$ cat src/hw/rtl/piecewise_linear_interp_table_defines.svh
// Assertion macros shared by the interpolation table modules.
`ifndef PIECEWISE_LINEAR_INTERP_TABLE_DEFINES_SVH
`define PIECEWISE_LINEAR_INTERP_TABLE_DEFINES_SVH

// The consequent must hold in the same cycle as the antecedent.
`define PLI_ASSERT_IMPL(label, clk, rst_n, ante, cons, msg) \
	label: assert property (@(posedge clk) disable iff (!rst_n) (ante) |-> (cons)) \
		else $error(msg);

// The consequent must hold in the cycle after the antecedent.
`define PLI_ASSERT_NEXT(label, clk, rst_n, ante, cons, msg) \
	label: assert property (@(posedge clk) disable iff (!rst_n) (ante) |=> (cons)) \
		else $error(msg);

`endif

$ cat src/hw/rtl/pli_pkg.sv
package pli_pkg;

	localparam int DATA_W    = 32;
	localparam int DEPTH_DEF = 16;
	localparam int DIV_STEPS = DATA_W;
	localparam int DIV_CNT_W = $clog2(DIV_STEPS);

	localparam logic FUNC_ADD = 1'b0;

	typedef enum logic [1:0] {
		ST_OK    = 2'd0,
		ST_FULL  = 2'd1,
		ST_EMPTY = 2'd2
	} status_t;

	typedef enum logic [1:0] {
		RES_ZERO,
		RES_VALUE,
		RES_LERP
	} res_sel_t;

	typedef enum logic [2:0] {
		S_IDLE,
		S_DECODE,
		S_SCAN,
		S_MAG,
		S_MUL,
		S_DIV,
		S_FIN,
		S_OUT
	} state_t;

	typedef struct packed {
		logic     in_load;
		logic     ram_we;
		logic     prev_load;
		logic     diff_load;
		logic     mag_load;
		logic     mul_load;
		logic     div_step;
		logic     res_load;
		res_sel_t res_sel;
		logic     out_load;
		status_t  status;
	} dp_cmd_t;

	typedef struct packed {
		logic func;
		logic x_gt_key;
		logic out_free;
	} dp_stat_t;

endpackage

$ cat src/hw/rtl/pli_ram.sv
module pli_ram
	import pli_pkg::*;
#(
	parameter int WIDTH = 2 * DATA_W,
	parameter int DEPTH = DEPTH_DEF,
	localparam int AW = $clog2(DEPTH)
) (
	input  logic             clk,
	input  logic             we,
	input  logic [AW-1:0]    wr_addr,
	input  logic [WIDTH-1:0] wr_data,
	input  logic [AW-1:0]    rd_addr,
	output logic [WIDTH-1:0] rd_data
);

	logic [WIDTH-1:0] mem [DEPTH];
	logic [WIDTH-1:0] rd_data_q;

	always_ff @(posedge clk) begin
		if (we) begin
			mem[wr_addr] <= wr_data;
		end
		rd_data_q <= mem[rd_addr];
	end

	assign rd_data = rd_data_q;

endmodule

$ cat src/hw/rtl/pli_ctrl.sv
`include "piecewise_linear_interp_table_defines.svh"

module pli_ctrl
	import pli_pkg::*;
#(
	parameter int DEPTH = DEPTH_DEF,
	localparam int IDX_W = $clog2(DEPTH),
	localparam int CNT_W = $clog2(DEPTH + 1)
) (
	input  logic             clk,
	input  logic             arst_n,
	input  logic             in_valid,
	output logic             in_stall,
	input  dp_stat_t         stat,
	output dp_cmd_t          cmd,
	output logic [IDX_W-1:0] rd_addr,
	output logic [IDX_W-1:0] wr_addr
);

	state_t                 state_q, state_d;
	logic [CNT_W-1:0]       cnt_q, cnt_d;
	logic [IDX_W-1:0]       idx_q, idx_d;
	logic [DIV_CNT_W-1:0]   div_cnt_q, div_cnt_d;
	status_t                status_q, status_d;

	always_ff @(posedge clk or negedge arst_n) begin
		if (!arst_n) begin
			state_q <= S_IDLE;
			cnt_q   <= '0;
		end else begin
			state_q <= state_d;
			cnt_q   <= cnt_d;
		end
	end

	always_ff @(posedge clk) begin
		idx_q     <= idx_d;
		div_cnt_q <= div_cnt_d;
		status_q  <= status_d;
	end

	always_comb begin
		state_d     = state_q;
		cnt_d       = cnt_q;
		idx_d       = idx_q;
		div_cnt_d   = div_cnt_q;
		status_d    = status_q;
		cmd         = '0;
		cmd.res_sel = RES_ZERO;
		cmd.status  = status_q;
		rd_addr     = '0;
		wr_addr     = cnt_q[IDX_W-1:0];
		in_stall    = 1'b1;
		case (state_q)
			S_IDLE: begin
				in_stall = 1'b0;
				if (in_valid) begin
					cmd.in_load = 1'b1;
					state_d     = S_DECODE;
				end
			end
			S_DECODE: begin
				if (stat.func == FUNC_ADD) begin
					if (cnt_q < CNT_W'(DEPTH)) begin
						cmd.ram_we = 1'b1;
						cnt_d      = cnt_q + CNT_W'(1);
						status_d   = ST_OK;
					end else begin
						status_d = ST_FULL;
					end
					cmd.res_load = 1'b1;
					cmd.res_sel  = RES_ZERO;
					state_d      = S_OUT;
				end else if (cnt_q == '0) begin
					status_d     = ST_EMPTY;
					cmd.res_load = 1'b1;
					cmd.res_sel  = RES_ZERO;
					state_d      = S_OUT;
				end else begin
					status_d = ST_OK;
					idx_d    = '0;
					state_d  = S_SCAN;
				end
			end
			S_SCAN: begin
				if (!stat.x_gt_key) begin
					rd_addr = idx_q;
					if (idx_q == '0) begin
						cmd.res_load = 1'b1;
						cmd.res_sel  = RES_VALUE;
						state_d      = S_OUT;
					end else begin
						cmd.diff_load = 1'b1;
						state_d       = S_MAG;
					end
				end else begin
					rd_addr       = idx_q + IDX_W'(1);
					cmd.prev_load = 1'b1;
					if (CNT_W'(idx_q) + CNT_W'(1) == cnt_q) begin
						cmd.res_load = 1'b1;
						cmd.res_sel  = RES_VALUE;
						state_d      = S_OUT;
					end else begin
						idx_d = idx_q + IDX_W'(1);
					end
				end
			end
			S_MAG: begin
				cmd.mag_load = 1'b1;
				state_d      = S_MUL;
			end
			S_MUL: begin
				cmd.mul_load = 1'b1;
				div_cnt_d    = '0;
				state_d      = S_DIV;
			end
			S_DIV: begin
				cmd.div_step = 1'b1;
				div_cnt_d    = div_cnt_q + DIV_CNT_W'(1);
				if (div_cnt_q == DIV_CNT_W'(DIV_STEPS - 1)) begin
					state_d = S_FIN;
				end
			end
			S_FIN: begin
				cmd.res_load = 1'b1;
				cmd.res_sel  = RES_LERP;
				state_d      = S_OUT;
			end
			S_OUT: begin
				if (stat.out_free) begin
					cmd.out_load = 1'b1;
					state_d      = S_IDLE;
				end
			end
			default: begin
				state_d = S_IDLE;
			end
		endcase
	end

	`PLI_ASSERT_IMPL(a_cnt_range, clk, arst_n, 1'b1, cnt_q <= CNT_W'(DEPTH), "entry count above depth")
	`PLI_ASSERT_IMPL(a_scan_idx, clk, arst_n, state_q == S_SCAN, CNT_W'(idx_q) < cnt_q, "scan past stored entries")
	`PLI_ASSERT_IMPL(a_write_room, clk, arst_n, cmd.ram_we, cnt_q < CNT_W'(DEPTH), "write into a full table")

endmodule

$ cat src/hw/rtl/pli_dp.sv
`include "piecewise_linear_interp_table_defines.svh"

module pli_dp
	import pli_pkg::*;
#(
	parameter int DEPTH = DEPTH_DEF,
	localparam int IDX_W = $clog2(DEPTH)
) (
	input  logic              clk,
	input  logic              arst_n,
	input  logic              func,
	input  logic [DATA_W-1:0] key,
	input  logic [DATA_W-1:0] value,
	input  dp_cmd_t           cmd,
	input  logic [IDX_W-1:0]  rd_addr,
	input  logic [IDX_W-1:0]  wr_addr,
	output dp_stat_t          stat,
	output logic              out_valid,
	input  logic              out_stall,
	output logic [DATA_W-1:0] result,
	output logic [1:0]        status
);

	localparam int PW = 2 * DATA_W;

	function automatic logic [DATA_W-1:0] mag_of(input logic [DATA_W:0] d);
		logic [DATA_W:0] n;
		n = d[DATA_W] ? (~d + (DATA_W + 1)'(1)) : d;
		return n[DATA_W-1:0];
	endfunction

	logic                func_q;
	logic [DATA_W-1:0]   x_q, val_q;
	logic [DATA_W-1:0]   prev_k_q, prev_v_q, v1_q;
	logic [DATA_W:0]     dv_q, dx_q, dk_q;
	logic [DATA_W-1:0]   mv_q, mx_q, mk_q;
	logic                neg_q;
	logic [DATA_W-1:0]   rem_q, quo_q;
	logic [DATA_W-1:0]   res_q;
	logic                out_valid_q;
	logic [DATA_W-1:0]   result_q;
	status_t             status_q;

	logic [PW-1:0]       rd_data;
	logic [DATA_W-1:0]   rd_key, rd_val;
	logic [PW-1:0]       prod;
	logic [DATA_W:0]     div_tmp, div_sub;
	logic                div_ge;
	logic [DATA_W+1:0]   v1_ext, q_ext, y_sum;
	logic [DATA_W-1:0]   y_sat;
	logic [DATA_W-1:0]   res_d;

	pli_ram #(
		.WIDTH (PW),
		.DEPTH (DEPTH)
	) u_ram (
		.clk     (clk),
		.we      (cmd.ram_we),
		.wr_addr (wr_addr),
		.wr_data ({x_q, val_q}),
		.rd_addr (rd_addr),
		.rd_data (rd_data)
	);

	assign rd_key = rd_data[PW-1:DATA_W];
	assign rd_val = rd_data[DATA_W-1:0];

	assign prod = PW'(mv_q) * PW'(mx_q);

	assign div_tmp = {rem_q, quo_q[DATA_W-1]};
	assign div_sub = div_tmp - {1'b0, mk_q};
	assign div_ge  = div_tmp >= {1'b0, mk_q};

	assign v1_ext = {{2{v1_q[DATA_W-1]}}, v1_q};
	assign q_ext  = {2'b00, quo_q};
	assign y_sum  = neg_q ? (v1_ext - q_ext) : (v1_ext + q_ext);

	always_comb begin
		if (y_sum[DATA_W+1:DATA_W-1] == 3'b000 || y_sum[DATA_W+1:DATA_W-1] == 3'b111) begin
			y_sat = y_sum[DATA_W-1:0];
		end else if (y_sum[DATA_W+1]) begin
			y_sat = {1'b1, {(DATA_W-1){1'b0}}};
		end else begin
			y_sat = {1'b0, {(DATA_W-1){1'b1}}};
		end
	end

	always_comb begin
		case (cmd.res_sel)
			RES_ZERO:  res_d = '0;
			RES_VALUE: res_d = rd_val;
			RES_LERP:  res_d = y_sat;
			default:   res_d = '0;
		endcase
	end

	always_ff @(posedge clk) begin
		if (cmd.in_load) begin
			func_q <= func;
			x_q    <= key;
			val_q  <= value;
		end
		if (cmd.prev_load) begin
			prev_k_q <= rd_key;
			prev_v_q <= rd_val;
		end
		if (cmd.diff_load) begin
			dv_q <= {prev_v_q[DATA_W-1], prev_v_q} - {rd_val[DATA_W-1], rd_val};
			dx_q <= {x_q[DATA_W-1], x_q} - {rd_key[DATA_W-1], rd_key};
			dk_q <= {prev_k_q[DATA_W-1], prev_k_q} - {rd_key[DATA_W-1], rd_key};
			v1_q <= rd_val;
		end
		if (cmd.mag_load) begin
			mv_q  <= mag_of(dv_q);
			mx_q  <= mag_of(dx_q);
			mk_q  <= mag_of(dk_q);
			neg_q <= dv_q[DATA_W] ^ dx_q[DATA_W] ^ dk_q[DATA_W];
		end
		if (cmd.mul_load) begin
			rem_q <= prod[PW-1:DATA_W];
			quo_q <= prod[DATA_W-1:0];
		end else if (cmd.div_step) begin
			rem_q <= div_ge ? div_sub[DATA_W-1:0] : div_tmp[DATA_W-1:0];
			quo_q <= {quo_q[DATA_W-2:0], div_ge};
		end
		if (cmd.res_load) begin
			res_q <= res_d;
		end
		if (cmd.out_load) begin
			result_q <= res_q;
			status_q <= cmd.status;
		end
	end

	always_ff @(posedge clk or negedge arst_n) begin
		if (!arst_n) begin
			out_valid_q <= 1'b0;
		end else if (cmd.out_load) begin
			out_valid_q <= 1'b1;
		end else if (!out_stall) begin
			out_valid_q <= 1'b0;
		end
	end

	assign stat.func     = func_q;
	assign stat.x_gt_key = $signed(x_q) > $signed(rd_key);
	assign stat.out_free = !out_valid_q || !out_stall;

	assign out_valid = out_valid_q;
	assign result    = result_q;
	assign status    = status_q;

	`PLI_ASSERT_IMPL(a_out_no_overwrite, clk, arst_n, cmd.out_load, !out_valid_q || !out_stall, "result overwritten while stalled")
	`PLI_ASSERT_NEXT(a_div_nonzero, clk, arst_n, cmd.mag_load, mk_q != '0, "zero divisor for interpolation")
	`PLI_ASSERT_IMPL(a_div_rem_bound, clk, arst_n, cmd.div_step, rem_q < mk_q, "division remainder not below divisor")

endmodule

$ cat src/hw/rtl/piecewise_linear_interp_table.sv
// Breakpoint table with linear interpolation in signed Q16.16.
// Requests arrive on in_valid/in_stall with func, key and value. With func low a request
// appends the breakpoint (key, value); when the table is full it is dropped with status 1.
// With func high the request interpolates at key; an empty table answers 0 with status 2.
// Every request gives exactly one response on out_valid/out_stall with result and status.
// The block works on one request at a time and raises in_stall while it is busy.
// An append passes through decode and output states and the block then returns to idle.
// A query scans the stored keys one per cycle through the single read port of the table
// memory. A query at or below the first key stops the scan there, and one above the last
// key stops after all stored keys; both answer a stored value without interpolating.
// An interpolating query adds one 32 by 32 multiply and a 32-step restoring divide.
// The response sits in an output register, so the next request is taken while it waits.
// If out_stall is high the response holds; a new response waits until the register frees.
// Reset empties the table and clears the pending response; stored entries are not cleared.
module piecewise_linear_interp_table
	import pli_pkg::*;
#(
	parameter int DEPTH = DEPTH_DEF,
	localparam int IDX_W = $clog2(DEPTH)
) (
	input  logic              clk,
	input  logic              arst_n,
	input  logic              in_valid,
	output logic              in_stall,
	input  logic              func,
	input  logic [DATA_W-1:0] key,
	input  logic [DATA_W-1:0] value,
	output logic              out_valid,
	input  logic              out_stall,
	output logic [DATA_W-1:0] result,
	output logic [1:0]        status
);

	dp_cmd_t          cmd;
	dp_stat_t         stat;
	logic [IDX_W-1:0] rd_addr;
	logic [IDX_W-1:0] wr_addr;

	pli_ctrl #(
		.DEPTH (DEPTH)
	) u_ctrl (
		.clk      (clk),
		.arst_n   (arst_n),
		.in_valid (in_valid),
		.in_stall (in_stall),
		.stat     (stat),
		.cmd      (cmd),
		.rd_addr  (rd_addr),
		.wr_addr  (wr_addr)
	);

	pli_dp #(
		.DEPTH (DEPTH)
	) u_dp (
		.clk       (clk),
		.arst_n    (arst_n),
		.func      (func),
		.key       (key),
		.value     (value),
		.cmd       (cmd),
		.rd_addr   (rd_addr),
		.wr_addr   (wr_addr),
		.stat      (stat),
		.out_valid (out_valid),
		.out_stall (out_stall),
		.result    (result),
		.status    (status)
	);

endmodule
$ cat config.mk
export PLATFORM = sky130hd
export DESIGN_NAME = piecewise_linear_interp_table
export DESIGN_NICKNAME = d
export VERILOG_FILES = /design/src/hw/rtl/pli_pkg.sv /design/src/hw/rtl/pli_ram.sv /design/src/hw/rtl/pli_ctrl.sv /design/src/hw/rtl/pli_dp.sv /design/src/hw/rtl/piecewise_linear_interp_table.sv
export VERILOG_INCLUDE_DIRS = /design/src /design/src/hw/rtl
export SDC_FILE = /design/constraint.sdc
export NUM_CORES = 2
export LEC_CHECK = 0
export ABC_AREA = 1
export BUFFER_PORTS_ARGS = -buffer_cell sky130_fd_sc_hd__buf_2
export CORE_UTILIZATION = 56
export DETAILED_ROUTE_END_ITERATION = 6
export GPL_ROUTABILITY_DRIVEN = 1
export PLACE_DENSITY = 0.72
export SYNTH_ARGS = -nofsm -noshare
export SYNTH_HDL_FRONTEND = slang
export SYNTH_SLANG_ARGS = --single-unit
$ cat constraint.sdc
create_clock -name clk -period 13.9 [get_ports clk]
set_input_delay 3.475 -clock clk [delete_from_list [all_inputs] [get_ports clk]]
set_output_delay 3.475 -clock clk [all_outputs]
set_load 0.01 [all_outputs]
==> results_dict.tcl <==
set metrics [dict create \
    grt_pass1_vias 80500 \
    synth_cell_types 55 \
    synth_fp_nets 13200 \
    clk_pin_slew_ps 60 \
    fin_crit_ps 8660 \
    slew_headroom_pct 3.85 \
    synth_top_cell_by_area "edfxtp_1" \
    worstSetupPathType "reg2reg" \
    violations "antenna violations" \
    fillers 16000 \
    syn_avg_cell_area_um2 9.29 \
    netlist_area_mm2 0.109 \
    overflow 0 \
    ant_nets 1 \
    htreeDepth 4 \
    finalCritPeriodShare_pct 62.3 \
    rrSetupSlack_ps 5240 \
    yosysWarnings 0 \
    cts_buffers 161 \
    cts_tree "done" \
    vias 78900 \
    rsz0062_at_grt "false" \
    placed_area_mm2 0.112 \
    cts_buffer_depth 3 \
    drv_slew 0 \
    nets 13100 \
    crit_path_max_fanout 32 \
    syn_inst 11800 \
    drc 0 \
    dp_hpwl_um 203000 \
    clock_skew_ps 39.0 \
    async_flop_share_pct 0.564 \
    outcome "finished with violations" \
    cts-hold-fix-buffers 0 \
    drt_pass1_iterations 7 \
    synth_top_area_share_pct 41.9 \
    ys_seq_area_share_pct 43.3 \
    ys_top_cells_by_count "inv_1 (2851), nand2_1 (2668), edfxtp_1 (1522)" \
    hold_viol 0 \
    fin_util_pct 60.8 \
    clock_latency_ps 830 \
    gp_congestion 1.05 \
    synth-main-ff-cell "edfxtp_1" \
    rows 161 \
    start_util_pct 56.6 \
    drt-initial-drc-count 7548 \
    design_area_mm2 0.117 \
    ys_seq_elements 1595 \
    clkSinkCount 1595 \
    syn_to_final_growth_pct 7.57 \
    grt_pass1_wl_um 461000 \
    avgViaCountPerCell 5.49 \
    critPathRequiredTime_ps 14460 \
    grt_max_degree 167 \
    cts_root_buf "clkbuf_16" \
    post_cts_resized 0 \
    synth_edf_count 1522 \
    hold_path_class "reg2reg" \
    synth.area.top_cells "edfxtp_1 (42%), fa_1 (17%), inv_1 (9.8%)" \
    crit_arrival_ps 9220 \
    setup_tns_ps 0 \
    maxClockFrequency_ghz 0.116 \
    hold_ws_ps 420 \
    ios 105 \
    setup_viol 0 \
    synth_most_common_cell "inv_1" \
    finalWirelength_um 295000 \
    core-area_mm2 0.193 \
    maxCapViolCount 0 \
    worst_pin_slew_ps 1440 \
    die_h_um 443 \
    port_buffers 104 \
    dieArea_mm2 0.197 \
    wl_per_cell_um 20.6 \
    startpoint_type "register" \
    gr-usage-all-layers_pct 30.3 \
    die_w_um 443 \
    drive_gt1_share_pct 4.46 \
    antenna_found_initial 3 \
    postCtsSetupBuffers 0 \
    critPathCaptureType "register" \
]
==> kinds of logic after synthesis <==
kind of cell               synth area share [%]
xor gates and xnor gates                   2.53
AOI/OAI and AO/OA                          4.07
buffers and inverters                      11.7
adders and majority gates                  21.5
and+or+nand+nor                            16.9
DFF                                        43.3
muxes                                   0.00917
==> cell usage in the layout, fill, tap and decap left out, types with 18 or more instances in the layout <==
cell type / instances
inv_1: 2850
nand2_1: 2667
edfxtp_1: 1522
nand3_1: 1090
fa_1: 901
ha_1: 438
a21oi_1: 390
nor2_1: 362
o21ai_0: 250
xor2_1: 193
clkbuf_16: 163
buf_4: 131
xnor2_1: 122
buf_2: 104
nand3b_1: 76
dfxtp_1: 64
nor3_1: 56
clkbuf_1: 52
nand4_1: 35
a31oi_1: 31
nor4_1: 29
a21o_1: 27
clkinv_1: 22
clkinv_2: 20
nor2_4: 19
o21bai_1: 19
o21a_1: 18
==> layer usage <==
metal  part of all wire, %  up-vias  GRT usage [%]
met4                   3.2        0           10.3
met5                     0        -              0
met2                    48     3270           50.3
li1                      -    36400              -
met1                    41    38600           40.8
met3                   8.0      592           4.42
==> final cells by class <==
| type | count | area [µm²] | share of cell area (%) |
|---|---|---|---|
| antenna | 5 | 12.5 | 0.0107 |
| clock inverter | 78 | 940 | 0.800 |
| inverter | 2857 | 10700 | 9.14 |
| timing repair buffer | 238 | 1560 | 1.33 |
| sequential | 1595 | 47200 | 40.2 |
| tap | 2526 | 3160 | 2.69 |
| clock buffer | 224 | 4400 | 3.75 |
| multi-input combinational | 6838 | 49400 | 42.1 |
==> worst paths after layout <==
check,start,to,cells past startpoint
worst max register to register,u_dp.mx_q[14],u_dp.rem_q[22],24
worst max-delay path,u_dp.mx_q[14],u_dp.rem_q[22],24
worst min-delay path,u_dp.res_q[10],u_dp.result[10],0
min in group asynchronous,arst_n,u_ctrl.cnt_q[0],1
max in group asynchronous,arst_n,u_ctrl.state_q[2],1
worst min register to register,u_dp.res_q[10],u_dp.result[10],0
==> stage by stage <==
stage                     std cells  setup slack [ps]
final                         14400              5240
after global routing          14400              4950
after CTS                     14400              5420
after detailed placement      14100              5480
after global placement        14100              5540
after floorplan               11800              5980
==> worst max-delay path, stage by stage, from the launching register on <==
cell and delay, ps:
edfxtp_1 1310, nand2_1 110, inv_1 140, fa_1 440
fa_1 530, inv_1 50, fa_1 450, fa_1 520
inv_1 60, fa_1 580, fa_1 440, fa_1 500
inv_1 60, fa_1 510, inv_1 60, ha_1 380
nand2_1 130, nor2_1 160, inv_1 90, o21ai_0 630
a21oi_1 240, o311ai_0 620, xor2_1 160, nand2_1 130
nand2_1 70
==> state kept, by name (all words and copies together) (netlist names), 33 cells and up <==
name                count
u_dp.u_ram.mem       1024
u_dp.u_ram.rd_data     64
u_dp.dk_q              33
u_dp.dv_q              33
u_dp.dx_q              33
Power is not shown: default switching activity piles up to over one toggle a cycle in this logic, so the estimate is an artifact.
